### src/rtl/hwc_pkg.sv
// Hamming word codec: shared package.
// Holds field widths, codes, the result struct and elaboration-time helpers.
// No dependencies.
package hwc_pkg;

	localparam int WORD_W                = 16;
	localparam int SYN_W                 = 4;
	localparam int DATA_BITS_W           = 4;
	localparam int DEFAULT_MAX_DATA_BITS = 11;
	localparam int APB_ADDR_W            = 3;
	localparam int APB_DATA_W            = 32;

	localparam logic [DATA_BITS_W-1:0] DATA_BITS_RESET = 4'd4;

	// Register index taken from paddr above the byte offset
	localparam logic [APB_ADDR_W-3:0] REG_DATA_BITS = '0;

	localparam logic ACT_ENCODE = 1'b0;
	localparam logic ACT_DECODE = 1'b1;

	typedef struct packed {
		logic [WORD_W-1:0] word_out;
		logic [SYN_W-1:0]  syndrome;
		logic              corrected;
		logic              uncorrectable;
	} hwc_result_t;

	// Least r with 2^r >= d + r + 1
	function automatic int parity_count(input int d);
		int r;
		r = 0;
		while ((1 << r) < (d + r + 1))
			r++;
		return r;
	endfunction

	function automatic bit is_pow2(input int p);
		return (p != 0) && ((p & (p - 1)) == 0);
	endfunction

	// Data bit index (0 = first data bit) held at a non-power-of-two position
	function automatic int data_index(input int p);
		return p - $clog2(p + 1) - 1;
	endfunction

endpackage

### src/rtl/hwc_channels.sv
// Hamming word codec: valid/ready channel interfaces for items in and results out.
// Depends on hwc_pkg for field widths.
interface hwc_in_if;
	logic                        valid;
	logic                        ready;
	logic                        action;
	logic [hwc_pkg::WORD_W-1:0]  word_in;

	modport source (output valid, output action, output word_in, input ready);
	modport sink   (input valid, input action, input word_in, output ready);
endinterface

interface hwc_out_if;
	logic                        valid;
	logic                        ready;
	logic [hwc_pkg::WORD_W-1:0]  word_out;
	logic [hwc_pkg::SYN_W-1:0]   syndrome;
	logic                        corrected;
	logic                        uncorrectable;

	modport source (output valid, output word_out, output syndrome, output corrected,
		output uncorrectable, input ready);
	modport sink   (input valid, input word_out, input syndrome, input corrected,
		input uncorrectable, output ready);
endinterface

### src/rtl/hwc_core.sv
// Hamming word codec: combinational encode/decode of one word.
// Depends on hwc_pkg (widths, codes, result struct, position helpers).
module hwc_core #(
	parameter int MAX_DATA_BITS = hwc_pkg::DEFAULT_MAX_DATA_BITS
) (
	input  logic [hwc_pkg::DATA_BITS_W-1:0] data_bits,
	input  logic                            action,
	input  logic [hwc_pkg::WORD_W-1:0]      word_in,
	output hwc_pkg::hwc_result_t            result
);

	localparam int MAXD = MAX_DATA_BITS;
	localparam int RMAX = hwc_pkg::parity_count(MAXD);
	localparam int NMAX = MAXD + RMAX;
	localparam int DW   = $clog2(MAXD + 1);
	localparam int PW   = $clog2(NMAX + 1);
	localparam int RW   = $clog2(RMAX + 1);
	localparam int EW   = DW + hwc_pkg::DATA_BITS_W;
	localparam int CW   = RMAX + PW;

	logic [EW-1:0]   d_raw;
	logic [DW-1:0]   d_eff;
	logic [RW-1:0]   r_eff;
	logic [PW-1:0]   n_eff;
	logic [DW-1:0]   d_pad;
	logic [PW-1:0]   n_pad;

	logic [MAXD-1:0] data_l;
	logic [NMAX:1]   enc_pos;
	logic [RMAX-1:0] enc_par;
	logic [NMAX-1:0] enc_l;
	logic [NMAX-1:0] enc_word;

	logic [NMAX-1:0] dec_l;
	logic [NMAX:1]   dec_pos;
	logic [RMAX-1:0] syn;
	logic            corr;
	logic            unc;
	logic [MAXD-1:0] dat_l;
	logic [MAXD-1:0] dat_word;

	// Effective width: zero reads as one, above the maximum clamps
	always_comb begin
		d_raw = EW'(data_bits);
		if (d_raw == '0) begin
			d_eff = DW'(1);
		end else if (d_raw > EW'(MAXD)) begin
			d_eff = DW'(MAXD);
		end else begin
			d_eff = DW'(d_raw);
		end
		r_eff = '0;
		for (int i = 0; i < RMAX; i++) begin
			if ((PW + 1)'(1 << i) < (PW + 1)'(int'(d_eff) + i + 1))
				r_eff = r_eff + RW'(1);
		end
		n_eff = PW'(d_eff) + PW'(r_eff);
		d_pad = DW'(MAXD) - d_eff;
		n_pad = PW'(NMAX) - n_eff;
	end

	// Encode: left-align data, place it by position, fill parity
	always_comb begin
		data_l = MAXD'(word_in) << d_pad;
		enc_pos = '0;
		for (int p = 1; p <= NMAX; p++) begin
			if (!hwc_pkg::is_pow2(p))
				enc_pos[p] = data_l[MAXD - 1 - hwc_pkg::data_index(p)];
		end
		for (int i = 0; i < RMAX; i++) begin
			enc_par[i] = 1'b0;
			for (int p = 1; p <= NMAX; p++) begin
				if (((p >> i) & 1) == 1)
					enc_par[i] = enc_par[i] ^ enc_pos[p];
			end
		end
		enc_l = '0;
		for (int p = 1; p <= NMAX; p++) begin
			if (hwc_pkg::is_pow2(p))
				enc_l[NMAX - p] = enc_par[$clog2(p)];
			else
				enc_l[NMAX - p] = enc_pos[p];
		end
		enc_word = enc_l >> n_pad;
	end

	// Decode: left-align codeword (surplus bits drop off the top), check, fix, extract
	always_comb begin
		dec_l = NMAX'(word_in) << n_pad;
		for (int i = 0; i < RMAX; i++) begin
			syn[i] = 1'b0;
			for (int p = 1; p <= NMAX; p++) begin
				if (((p >> i) & 1) == 1)
					syn[i] = syn[i] ^ dec_l[NMAX - p];
			end
		end
		corr = (syn != '0) && (CW'(syn) <= CW'(n_eff));
		unc  = CW'(syn) > CW'(n_eff);
		for (int p = 1; p <= NMAX; p++) begin
			dec_pos[p] = dec_l[NMAX - p] ^ (corr && (CW'(syn) == CW'(p)));
		end
		dat_l = '0;
		for (int p = 1; p <= NMAX; p++) begin
			if (!hwc_pkg::is_pow2(p))
				dat_l[MAXD - 1 - hwc_pkg::data_index(p)] = dec_pos[p];
		end
		dat_word = dat_l >> d_pad;
	end

	always_comb begin
		if (action == hwc_pkg::ACT_DECODE) begin
			result.word_out      = hwc_pkg::WORD_W'(dat_word);
			result.syndrome      = hwc_pkg::SYN_W'(syn);
			result.corrected     = corr;
			result.uncorrectable = unc;
		end else begin
			result.word_out      = hwc_pkg::WORD_W'(enc_word);
			result.syndrome      = '0;
			result.corrected     = 1'b0;
			result.uncorrectable = 1'b0;
		end
	end

endmodule

### src/rtl/hamming_word_codec.sv
// Hamming word codec top level: APB register, input register, result register.
// Depends on hwc_pkg, hwc_in_if / hwc_out_if (hwc_channels.sv) and hwc_core.
//
//  channel | dir | handshake        | payload
//  --------+-----+------------------+--------------------------------------------
//  din     | in  | valid / ready    | action, word_in
//  dout    | out | valid / ready    | word_out, syndrome, corrected, uncorrectable
//  apb     | in  | psel / penable   | paddr, pwdata (write), prdata (read)
//
// An item sits first in the input register; the combinational codec logic
// between the input and result registers lands it in the result register, which
// drives dout. One item is accepted every clock while dout takes results.
// A stalled dout holds the result register; the input register still takes one more
// item, after which din.ready drops until dout drains.
// arst_n clears both valid flags and sets data_bits to 4; no clearing pass is needed.
module hamming_word_codec #(
	parameter int MAX_DATA_BITS = hwc_pkg::DEFAULT_MAX_DATA_BITS
) (
	input  logic                           clk,
	input  logic                           arst_n,
	input  logic                           psel,
	input  logic                           penable,
	input  logic                           pwrite,
	input  logic [hwc_pkg::APB_ADDR_W-1:0] paddr,
	input  logic [hwc_pkg::APB_DATA_W-1:0] pwdata,
	output logic [hwc_pkg::APB_DATA_W-1:0] prdata,
	output logic                           pready,
	hwc_in_if.sink                         din,
	hwc_out_if.source                      dout
);

	logic [hwc_pkg::DATA_BITS_W-1:0] data_bits_q;
	logic                            reg_hit;

	logic                            valid_s1;
	logic                            action_s1;
	logic [hwc_pkg::WORD_W-1:0]      word_s1;
	logic                            valid_s2;
	hwc_pkg::hwc_result_t            result_s2;
	hwc_pkg::hwc_result_t            result_comb;
	logic                            adv_s2;
	logic                            adv_s1;

	// Configuration port: zero-wait, register index sits above the byte offset
	assign pready  = 1'b1;
	assign reg_hit = (paddr[hwc_pkg::APB_ADDR_W-1:2] == hwc_pkg::REG_DATA_BITS);
	assign prdata  = reg_hit ? hwc_pkg::APB_DATA_W'(data_bits_q) : '0;

	always_ff @(posedge clk or negedge arst_n) begin
		if (!arst_n) begin
			data_bits_q <= hwc_pkg::DATA_BITS_RESET;
		end else if (psel && penable && pwrite && pready && reg_hit) begin
			data_bits_q <= pwdata[hwc_pkg::DATA_BITS_W-1:0];
		end
	end

	// Result register advances when empty or when dout takes its item;
	// input register advances when empty or when it hands its item on.
	assign adv_s2    = !valid_s2 || dout.ready;
	assign adv_s1    = !valid_s1 || adv_s2;
	assign din.ready = adv_s1;

	always_ff @(posedge clk or negedge arst_n) begin
		if (!arst_n) begin
			valid_s1 <= 1'b0;
			valid_s2 <= 1'b0;
		end else begin
			if (adv_s1)
				valid_s1 <= din.valid;
			if (adv_s2)
				valid_s2 <= valid_s1;
		end
	end

	// Payload registers: load on advance, hold otherwise
	always_ff @(posedge clk) begin
		if (adv_s1 && din.valid) begin
			action_s1 <= din.action;
			word_s1   <= din.word_in;
		end
		if (adv_s2 && valid_s1) begin
			result_s2 <= result_comb;
		end
	end

	hwc_core #(
		.MAX_DATA_BITS (MAX_DATA_BITS)
	) u_core (
		.data_bits (data_bits_q),
		.action    (action_s1),
		.word_in   (word_s1),
		.result    (result_comb)
	);

	assign dout.valid         = valid_s2;
	assign dout.word_out      = result_s2.word_out;
	assign dout.syndrome      = result_s2.syndrome;
	assign dout.corrected     = result_s2.corrected;
	assign dout.uncorrectable = result_s2.uncorrectable;

endmodule

### src/flat_wrapper.sv
// flat-port wrapper written by rule: the top's interface ports become plain ports
module hamming_word_codec_flat 
#(
	parameter int MAX_DATA_BITS = hwc_pkg::DEFAULT_MAX_DATA_BITS
)
  (clk, arst_n, psel, penable, pwrite, paddr, pwdata, prdata, pready, din_valid, din_action, din_word_in, din_ready, dout_valid, dout_word_out, dout_syndrome, dout_corrected, dout_uncorrectable, dout_ready);
  hwc_in_if din_i ();
  hwc_out_if dout_i ();
  input  logic clk;
  input  logic arst_n;
  input  logic psel;
  input  logic penable;
  input  logic pwrite;
  input  logic [hwc_pkg::APB_ADDR_W-1:0] paddr;
  input  logic [hwc_pkg::APB_DATA_W-1:0] pwdata;
  output logic [hwc_pkg::APB_DATA_W-1:0] prdata;
  output logic pready;
  input wire logic [$bits(din_i.valid)-1:0] din_valid;
  input wire logic [$bits(din_i.action)-1:0] din_action;
  input wire logic [$bits(din_i.word_in)-1:0] din_word_in;
  output wire logic [$bits(din_i.ready)-1:0] din_ready;
  output wire logic [$bits(dout_i.valid)-1:0] dout_valid;
  output wire logic [$bits(dout_i.word_out)-1:0] dout_word_out;
  output wire logic [$bits(dout_i.syndrome)-1:0] dout_syndrome;
  output wire logic [$bits(dout_i.corrected)-1:0] dout_corrected;
  output wire logic [$bits(dout_i.uncorrectable)-1:0] dout_uncorrectable;
  input wire logic [$bits(dout_i.ready)-1:0] dout_ready;
  assign din_i.valid = din_valid;
  assign din_i.action = din_action;
  assign din_i.word_in = din_word_in;
  assign din_ready = din_i.ready;
  assign dout_valid = dout_i.valid;
  assign dout_word_out = dout_i.word_out;
  assign dout_syndrome = dout_i.syndrome;
  assign dout_corrected = dout_i.corrected;
  assign dout_uncorrectable = dout_i.uncorrectable;
  assign dout_i.ready = dout_ready;
  hamming_word_codec #(.MAX_DATA_BITS(MAX_DATA_BITS)) u_core (.clk(clk), .arst_n(arst_n), .psel(psel), .penable(penable), .pwrite(pwrite), .paddr(paddr), .pwdata(pwdata), .prdata(prdata), .pready(pready), .din(din_i), .dout(dout_i));
endmodule
### config.mk
export PLATFORM = sky130hd
export DESIGN_NAME = hamming_word_codec_flat
export DESIGN_NICKNAME = d
export VERILOG_FILES = /design/src/rtl/hwc_pkg.sv /design/src/rtl/hwc_channels.sv /design/src/rtl/hwc_core.sv /design/src/rtl/hamming_word_codec.sv /design/src/flat_wrapper.sv
export SDC_FILE = /design/constraint.sdc
export NUM_CORES = 1
export LEC_CHECK = 0
export BUFFER_PORTS_ARGS = -buffer_cell sky130_fd_sc_hd__buf_2
export CAP_MARGIN = 5
export CORE_AREA = 2 2 120 122
export CTS_BUF_LIST = sky130_fd_sc_hd__clkbuf_4 sky130_fd_sc_hd__clkbuf_8
export DETAILED_ROUTE_END_ITERATION = 10
export DIE_AREA = 0 0 122 124
export GPL_TIMING_DRIVEN = 0
export HOLD_SLACK_MARGIN = 0.15
export PLACE_DENSITY_LB_ADDON = 0.1
export SLEW_MARGIN = 20
export SYNTH_ARGS = -nofsm -noshare
export SYNTH_HDL_FRONTEND = slang
export SYNTH_SLANG_ARGS = --single-unit
### constraint.sdc
create_clock -name clk -period 9.06 [get_ports clk]
set_input_delay 0.906 -clock clk [delete_from_list [all_inputs] [get_ports clk]]
set_output_delay 0.906 -clock clk [all_outputs]
set_load 0.1 [all_outputs]
After elaboration in Yosys (flattened, before gate mapping)
Cells that the tools add are included.
{"block": "totals", "n_memories": 0, "romBits": 0, "latchBits": 0, "input_bits": 59, "elab_cells": 139, "reg_bits": 44, "mem_bits_rw": 0}
{"block": "op_classes", "n_mul": 0, "mux": 8, "order_cmp": 7, "bitwise": 64, "n_eq_ne": 11, "n_div": 0, "shift": 4, "add_sub_neg": 12, "reduce_logical": 23}
{"cell": "bitwise XOR 1 bit", "n": 63}
{"cell": "equality test 4 bit (second input constant)", "n": 7}
{"cell": "logical AND 1 bit", "n": 17}
{"cell": "2-to-1 mux 17 bit", "n": 1}
{"cell": "adder 5 x 1 -> 5 bit (second input constant)", "n": 3}
{"cell": "<< shifter 15 x 4 -> 15 bit", "n": 1}
{"cell": "right shift 15 x 4 -> 15 bit", "n": 1}
{"cell": "equality test 4 x 3 -> 1 bit (second input constant)", "n": 3}
{"cell": "2-to-1 mux 4 bit", "n": 3}
{"cell": "<< shifter 11 x 4 -> 11 bit", "n": 1}
{"cell": "right shift 11 x 4 -> 11 bit", "n": 1}
{"cell": "adder 4 x 2 -> 5 bit (second input constant)", "n": 2}
{"cell": "adder 3 x 1 -> 3 bit (second input constant)", "n": 3}
{"cell": "2-to-1 mux 3 bit", "n": 3}
{"cell": "subtractor 4 bit (first input constant)", "n": 2}
{"cell": "adder 4 x 1 -> 5 bit (second input constant)", "n": 1}
{"cell": "less-than comparator 2 x 5 -> 1 bit (first input constant)", "n": 1}
{"cell": "less-than comparator 3 x 5 -> 1 bit (first input constant)", "n": 1}
{"cell": "less-than comparator 4 x 5 -> 1 bit (first input constant)", "n": 1}
{"cell": "less-than comparator 5 bit (first input constant)", "n": 1}
{"cell": "adder 4 x 3 -> 4 bit", "n": 1}
{"cell": "equality test 4 x 2 -> 1 bit (second input constant)", "n": 1}
{"cell": "greater-than comparator 4 bit", "n": 1}
{"cell": "greater-than comparator 4 bit (second input constant)", "n": 1}
{"cell": "7 further kinds", "n": 9}

Depth between registers and ports, before layout
Gate-level depths: netlist (run 1).
{"block": "depth", "ltp_word": 28, "mapped_depth": 40, "ltp_nobuf": 32}

Hierarchy
A second synthesis (run 1) with hierarchy kept.
{"block": "unflattened", "cells_unflattened": 663, "hier_area_um2": 5654.2}
{"module": "hwc_core", "n_inst": 1, "cells_per_inst": 572, "area_each_um2": 3963.8}
{"module": "hamming_word_codec", "n_inst": 1, "cells_per_inst": 91, "area_each_um2": 1690.4}

Worst setup path after synthesis (run 1)
Ideal clock, no wire load.
{"block": "synth_timing", "path_type": "flip-flop to flip-flop", "start": "register u_core.data_bits_q[2] (netlist name)", "end": "register u_core.result_s2, in the netlist u_core.dout.word_out[1], data pin", "path_stages_with_launch": 29, "setup_time_ns": 0.266, "path_slack_ns": 1.126, "n_path_buf": 2, "t_arrival_ns": 7.667, "period_less_slack_ns": 7.934, "cell_sequence": "dfstp_2 > clkinv_1 > o21ai_1 > clkbuf_1 > ha_1 > nor2b_1 > o31a_1 > ha_1 > xor2_1 > ha_1 > mux2_2 > fa_1 > xnor2_1 > mux4_2 > mux2i_2 > nor3_1 > or4_4 > nand3_4 > ha_1 > nand2_1 > a2111oi_0 > a211o_1 > o21ai_0 > buf_4 > nand3b_1 > xor2_1 > a221oi_1 > a211oi_1 > o22ai_1"}
{"item": "start: declaration", "line": "hamming_word_codec.sv:32", "text": "logic [hwc_pkg::DATA_BITS_W-1:0] data_bits_q;"}
{"item": "start signal: assignment", "line": "hamming_word_codec.sv:51", "text": "data_bits_q <= hwc_pkg::DATA_BITS_RESET;"}
{"item": "start signal: assignment", "line": "hamming_word_codec.sv:53", "text": "data_bits_q <= pwdata[hwc_pkg::DATA_BITS_W-1:0];"}
{"item": "end signal: assignment", "line": "hamming_word_codec.sv:82", "text": "result_s2 <= result_comb;"}
{"item": "end: declaration", "line": "hamming_word_codec.sv:39", "text": "hwc_pkg::hwc_result_t result_s2;"}

==> results of run 1 <==
-- layer usage --
metal,vias up,global-route usage [%]
li1,2933,-
met3,35,3.984
met1,2972,33.58
met2,310,41.86
met4,0,7.902
met5,-,0
-- critical path, delay by kind of cell, from the launching register on --
| kind | cells | cell delay (ns) |
|---|---|---|
| simple gates | 6 | 1.22 |
| fa+ha+maj | 4 | 1.35 |
| xor+xnor | 6 | 1.13 |
| mux | 2 | 0.51 |
| flops | 1 | 0.37 |
| compound gates | 9 | 2.00 |
| buf+inv | 9 | 1.80 |
-- worst paths after layout --
kind,depth (start not counted),slack (ns),to
worst max register to register,36,0.41,u_core.dout.word_out[0]$_DFFE_PP_
worst min register to register,1,0.49,u_core.dout.valid$_DFFE_PN0P_
worst min-delay path,1,0.37,u_core.data_bits_q[3]$_DFFE_PN0P_
max in group asynchronous,1,8.47,u_core.data_bits_q[2]$_DFFE_PN1P_
worst max-delay path,36,0.41,u_core.dout.word_out[0]$_DFFE_PP_
min in group clk,1,0.49,u_core.dout.valid$_DFFE_PN0P_
-- what timing repair did --
item | CTS | global route
cloned | 0 | 1
pin swaps | 0 | 8
buffers inserted | 0 | 16
resized for setup | 10 | 14
setup endpoints to repair | 11 | 11
endpoints found under the hold margin | 0 | 0
-- metrics by stage --
stage | std cells | setup TNS [ns]
CTS | 1022 | 0
global placement | 1015 | -4.573
floorplan | 781 | 0
global route | 1036 | -0.05093
finish | 1036 | 0
detailed placement | 1015 | -5.677
-- cell families (layout without fill, tap and decap cells) --
family | after synthesis | count (layout) | synth area share, %
xor gates and xnor gates | 55 | 55 | 8.579
muxes | 68 | 68 | 13.98
and+or+nand+nor | 266 | 266 | 21.29
AOI/OAI and AO/OA | 195 | 196 | 22.67
buffers and inverters | 109 | 183 | 9.500
adders and majority gates | 15 | 15 | 3.194
DFF | 43 | 43 | 20.66
other | 2 | 30 | 0.1229
-- placed cells by master (no fill, tap or decap), drive strengths merged, types with 5 or more instances in the layout --
cell	n
nand2	69
o21ai	36
edfxtp	37
clkbuf	38
a211oi	9
nor2	73
mux2	17
dfrtp	5
inv	12
a21oi	38
nor3	22
o21bai	5
o31ai	5
xnor2	25
nor2b	10
or3	8
nand4	5
o22ai	12
xor2	28
mux4	11
nand3	34
o21a	5
and3	6
o211ai	12
a31oi	11
ha	14
conb	30
buf	126
and2	11
nand2b	6
a21o	5
mux2i	40
o221ai	13
-- cell type report --
cell class / instances / area, sq um / area share [%]
inverter: 17 / 71.32 / 1.019
multi-input combinational: 630 / 4452 / 63.58
tap: 180 / 225.2 / 3.217
clock buffer: 6 / 76.32 / 1.090
sequential: 43 / 1262 / 18.03
timing repair buffer: 70 / 390.4 / 5.575
buffer: 88 / 511.7 / 7.309
clock inverter: 2 / 12.51 / 0.1787
-- flip-flops by register name, summed over array words and instances (netlist names) --
register and cells:
u_core.word_s1 15, u_core.action_s1 1, u_core.dout.corrected 1, u_core.data_bits_q 4
u_core.dout.valid 1, u_core.dout.word_out 15, u_core.valid_s1 1, u_core.dout.syndrome 4
u_core.dout.uncorrectable 1
==> flow_summary.json, run 1 <==
{
  "netlist_area_sq_um": 6111,
  "ys_top_cells_by_area": "sky130_fd_sc_hd__edfxtp_1, sky130_fd_sc_hd__mux2i_1, sky130_fd_sc_hd__nor2_1",
  "synth.yosys.seq_area_share_pct": 20.66,
  "place_worst_setup_slack_ns": -0.7532,
  "critical_path_peak_fanout": 11,
  "hold_violations": 0,
  "postSynthRegisterBits": 43,
  "most_numerous_cell_in_the_yosys_netlist": "sky130_fd_sc_hd__nor2_1",
  "grt_first_pass_wirelength_mm": 29.59,
  "antenna_found_initial": 0,
  "synth_edf_count": 37,
  "synthArstFlopShare_pct": 13.95,
  "worst_setup_path_startpoint": "u_core.data_bits_q[3]$_DFFE_PN0P_",
  "area_growth_syn_to_layout_pct": 14.58,
  "placementRows": 43,
  "number_of_fill_cells_in_the_layout": 1358,
  "drtAntennaViolNets": 0,
  "detail_route.wirelength_mm": 19.30,
  "clkSlewWorstSetupHoldPaths_ns": 0.10,
  "min-delay-path-class": "input port to async pin",
  "slew_violations": 0,
  "placement.cell_area_sq_um": 6711,
  "start_kind": "flop",
  "worst_skew_pair.late_latency_ns": 0.33,
  "worstReg2RegStart": "u_core.data_bits_q[3]$_DFFE_PN0P_",
  "crit_slowest_cell": "sky130_fd_sc_hd__or2_2",
  "place.port_buffers": 54,
  "floorplan.initialDensity_pct": 44.54,
  "synth_top_cell_area_share_pct": 18.18,
  "grt_util_all_layers_pct": 25.15,
  "syn_area_per_cell_sq_um": 8.115,
  "post_route_cells_drive_above_1_share_pct": 23.60,
  "synth_flop_cell": "sky130_fd_sc_hd__edfxtp_1",
  "number_of_clock_sinks": 43,
  "cpPeakStageDelay_ns": 0.40,
  "cp_data_required_time_ns": 9.13,
  "place_hpwl_mm": 14.66,
  "avgRoutedWirePerCell_microns": 18.63,
  "worst_margin_pin_slew_ns": 1.085,
  "fp.dieH_microns": 124,
  "whs_ns": 0.3748,
  "maxUsedRoutingLayer": "met4",
  "met1_length_mm": 8.445,
  "ys_warn_count": 0,
  "final_design_area_excluding_fillers_sq_um": 7002,
  "cts_tree": "built",
  "netlist_top_cells_count": "sky130_fd_sc_hd__nor2_1, sky130_fd_sc_hd__nand2_1, sky130_fd_sc_hd__mux2i_1",
  "fmax_mhz": 115.6,
  "grt_start_max_net_pins": 22,
  "die_area_sq_um": 15130,
  "outcome": "finished clean",
  "num_io_pins": 116,
  "iteration_0_drc_count_of_the_detailed_router": 552,
  "floorplan.core_area_sq_um": 13720,
  "finalCriticalPeriod_ns": 8.653,
  "worst_setup_path_end_kind": "flop",
  "diodes": 0,
  "via_per_inst": 6.033,
  "cts.root.buffer_cell": "sky130_fd_sc_hd__clkbuf_8",
  "max_clock_skew_ns": 0.01620,
  "first_global_vias": 5666,
  "numCtsBuffers": 5,
  "final-setup-viol-count": 0,
  "synth.largest_area_cell": "sky130_fd_sc_hd__edfxtp_1",
  "fin_util_pct": 51.04,
  "overflow": 0,
  "worst_ep_arrival_time_ns": 8.73,
  "relSlewSlack_pct": 27.13,
  "clk_path_buf_depth": 2,
  "met3_length_mm": 1.509,
  "criticalPathCategory": "flop to flop",
  "syn-instance-count": 753,
  "detail_route.first_pass.iterations": 5,
  "route.detailed.drc": 0,
  "met2RoutedLength_mm": 8.894,
  "max-cap-violations": 0,
  "layout_worst_path_cycle_share_pct": 95.51,
  "ctsHtreeMaxLevel": 2,
  "via_count": 6250,
  "finalNetCount": 929,
  "finalWeightedCongestion": 0.9718,
  "floorplan_die_width_microns": 122,
  "layout_setup_ws_ns": 0.4067,
  "cts_hold_buf": 0,
  "netlist-cell-type-count": 92
}
Power of run 1 is left out: the tool's default activity adds up to more than one toggle a clock period on the data nets, which glitch-free logic cannot reach.
==> run 2, diff against run 1 <==
Settings changed: ABC_AREA set to 1, CORE_AREA 2 2 120 122 to 2 2 111 113, DIE_AREA 0 0 122 124 to 0 0 113 115.
==> run 2 against run 1 <==
  * The run now ends with design-rule violations left
  * Fmax grew 14%
  * First-iteration DRC count fell by 41%
  * Area after synthesis down 15%
  * Critical path depth grew 13
  * Largest cell class unchanged
  * Die area shrank 14%
  * Worst hold slack better by 0.0019 ns
  * Critical path type unchanged
  * Core utilization decreased by 1.3 points
  * Clock-buffer cell count stayed put
  * Flip-flop and latch count stayed put
  * Sequential share of layout area up 3.5 points
  * Wire length is 22% lower
  * Register-to-register slack gained 1.1 ns
==> flow_summary.json, run 2 <==
{
  "number_of_clock_sinks": 43,
  "floorplan.core_area_sq_um": 11810,
  "violations": "design-rule violations",
  "area_growth_syn_to_layout_pct": 12.86,
  "min-delay-path-class": "input port to async pin",
  "cp_top_family": "simple AND/OR/NAND/NOR gates",
  "postSynthRegisterBits": 43,
  "post_route_cells_drive_above_1_share_pct": 19.10,
  "setup_repair_after_global_routing_missed_its_margin": "no",
  "synthArstFlopShare_pct": 13.95,
  "drtAntennaViolNets": 0,
  "detail_route.first_pass.iterations": 8,
  "iteration_0_drc_count_of_the_detailed_router": 327,
  "synth_edf_count": 37,
  "worst_margin_pin_slew_ns": 0.7203,
  "number_of_cells_on_the_worst_reg_to_reg_path": 49,
  "syn_area_per_cell_sq_um": 6.340,
  "crit_slowest_cell": "sky130_fd_sc_hd__fa_1",
  "overflow": 0,
  "finalNetCount": 984,
  "ys_warn_count": 0,
  "final-setup-viol-count": 0,
  "timing.reg2reg.setup_slack_ns": 1.47,
  "place_hpwl_mm": 12.41,
  "layout_worst_path_cycle_share_pct": 83.77,
  "ctsHtreeMaxLevel": 2,
  "cp_data_required_time_ns": 9.14,
  "netlist-cell-type-count": 45,
  "synth_top_cell_area_share_pct": 21.35,
  "floorplan.initialDensity_pct": 44.07,
  "fmax_mhz": 131.8,
  "criticalPathCategory": "flop to flop",
  "syn-instance-count": 821,
  "die_area_sq_um": 13000,
  "finalWeightedCongestion": 0.9280,
  "max_clock_skew_ns": 0.01817,
  "avgRoutedWirePerCell_microns": 14.23,
  "hold_violations": 0,
  "mostFrequentLayoutCells": "sky130_fd_sc_hd__nand2_1, sky130_fd_sc_hd__nand3_1, sky130_fd_sc_hd__buf_2",
  "max-cap-violations": 0,
  "synth.yosys.seq_area_share_pct": 24.25,
  "outcome": "complete, but fails checks",
  "cts.root.buffer_cell": "sky130_fd_sc_hd__clkbuf_8",
  "relSlewSlack_pct": 51.87,
  "via_per_inst": 5.291,
  "first_global_vias": 5045,
  "slew_violations": 0,
  "detail_route.wirelength_mm": 15.05,
  "cpPeakStageDelay_ns": 0.50,
  "via_count": 5598,
  "numCtsBuffers": 5,
  "place.port_buffers": 54,
  "finalCriticalPeriod_ns": 7.589,
  "worstReg2RegStart": "u_core.data_bits_q[3]$_DFFE_PN0P_",
  "netlist_top_cells_count": "sky130_fd_sc_hd__nand2_1, sky130_fd_sc_hd__nand3_1, sky130_fd_sc_hd__inv_1",
  "setup_tns_ns": 0,
  "layout_setup_ws_ns": 1.471,
  "start_kind": "flop",
  "place_worst_setup_slack_ns": 1.501,
  "clk_path_buf_depth": 2,
  "reg2reg_to": "u_core.dout.word_out[1]$_DFFE_PP_",
  "cts_hold_buf": 0,
  "num_io_pins": 116,
  "layout_commonest_cell": "sky130_fd_sc_hd__nand2_1",
  "post-cts-setup-buffers": 0,
  "netlist_area_sq_um": 5205,
  "placementRows": 40,
  "grt_start_max_net_pins": 22,
  "cts_tree": "built",
  "worst_ep_arrival_time_ns": 7.67,
  "grt_util_all_layers_pct": 23.24,
  "cts_repair_resize_count": 0,
  "cp.buffers_inverters": 12,
  "worst_setup_path_end_kind": "flop",
  "clkSlewWorstSetupHoldPaths_ns": 0.10,
  "synth.largest_area_cell": "sky130_fd_sc_hd__edfxtp_1",
  "grt_first_pass_wirelength_mm": 24.25,
  "most_numerous_cell_in_the_yosys_netlist": "sky130_fd_sc_hd__nand2_1",
  "ys_top_cells_by_area": "sky130_fd_sc_hd__edfxtp_1, sky130_fd_sc_hd__nand2_1, sky130_fd_sc_hd__nand3_1",
  "synth_flop_cell": "sky130_fd_sc_hd__edfxtp_1",
  "antenna_found_initial": 0,
  "worst_skew_pair.late_latency_ns": 0.33,
  "floorplan_die_width_microns": 113,
  "route.detailed.drc": 3,
  "diodes": 0,
  "critical_path_peak_fanout": 11,
  "crit_path_frequent_cell": "sky130_fd_sc_hd__nand2_1",
  "fp.dieH_microns": 115
}
## run 2: cell types whose count changed in the layout (fill, tap and decap cells not counted), moves of 20 or more
cell,previous run,this run
sky130_fd_sc_hd__nand2_1,66,257
sky130_fd_sc_hd__inv_1,11,65
sky130_fd_sc_hd__mux2i_1,38,0
sky130_fd_sc_hd__clkbuf_1,27,7
sky130_fd_sc_hd__nor3_1,22,2
sky130_fd_sc_hd__nand3_1,33,142
sky130_fd_sc_hd__nor2_1,72,40
## run 2: per-stage QoR
step	std cells	utilization (%)	area, sq um	hold WS [ns]
after detailed placement	1050	48.90	5776	0.5113
after global routing	1058	49.74	5874	0.3786
after floorplan	849	-	5310	0.4471
after global placement	1050	48.80	5764	0.4587
after CTS	1058	49.74	5874	0.3804
final	1058	49.74	5874	0.3767
## run 2: worst max-delay path by stage
stage,slack (ns),from,to,depth (start not counted)
finish,1.47,u_core.data_bits_q[3]$_DFFE_PN0P_,u_core.dout.word_out[1]$_DFFE_PP_,49
detailed placement,1.50,u_core.data_bits_q[3]$_DFFE_PN0P_,u_core.dout.word_out[1]$_DFFE_PP_,49
CTS,1.48,u_core.data_bits_q[3]$_DFFE_PN0P_,u_core.dout.word_out[1]$_DFFE_PP_,49
global placement,1.60,u_core.data_bits_q[3]$_DFFE_PN0P_,u_core.dout.word_out[1]$_DFFE_PP_,49
global route,0.79,u_core.data_bits_q[3]$_DFFE_PN0P_,u_core.dout.word_out[0]$_DFFE_PP_,49
floorplan,2.64,u_core.data_bits_q[2]$_DFFE_PN1P_,u_core.dout.word_out[0]$_DFFE_PP_,45
## run 2: kinds of logic (layout without fill, tap and decap cells)
| logic type | Yosys count | count (layout) | synth area share [%] |
|---|---|---|---|
| AO/OA/AOI/OAI | 90 | 90 | 9.784 |
| XOR/XNOR | 21 | 21 | 3.678 |
| adder cells (fa/ha/maj) | 15 | 15 | 3.750 |
| buffers and inverters | 143 | 205 | 13.92 |
| flip-flops | 43 | 43 | 24.25 |
| multiplexers | 1 | 1 | 0.2163 |
| other | 2 | 30 | 0.1443 |
| AND/OR/NAND/NOR | 506 | 506 | 44.26 |
## run 2: layout make-up
class | instances | area [sq um]
fill | 1272 | 5937
multi-input combinational | 663 | 3334
sequential | 43 | 1262
buffer | 64 | 427.9
inverter | 79 | 296.5
timing repair buffer | 54 | 270.3
tap | 147 | 183.9
clock buffer | 6 | 82.58
clock inverter | 2 | 16.27
## run 2: routing by layer
metal / up-vias / wire [microns] / share of wire, % / GRT usage [%]
met5: - / 0 / 0 / 0
met3: 30 / 891 / 5.9 / 3.637
met1: 2520 / 6838 / 45 / 30.93
met4: 0 / 410 / 2.7 / 7.561
li1: 2838 / - / - / -
met2: 210 / 6913 / 46 / 38.88
Power of run 2 is left out for the same reason.
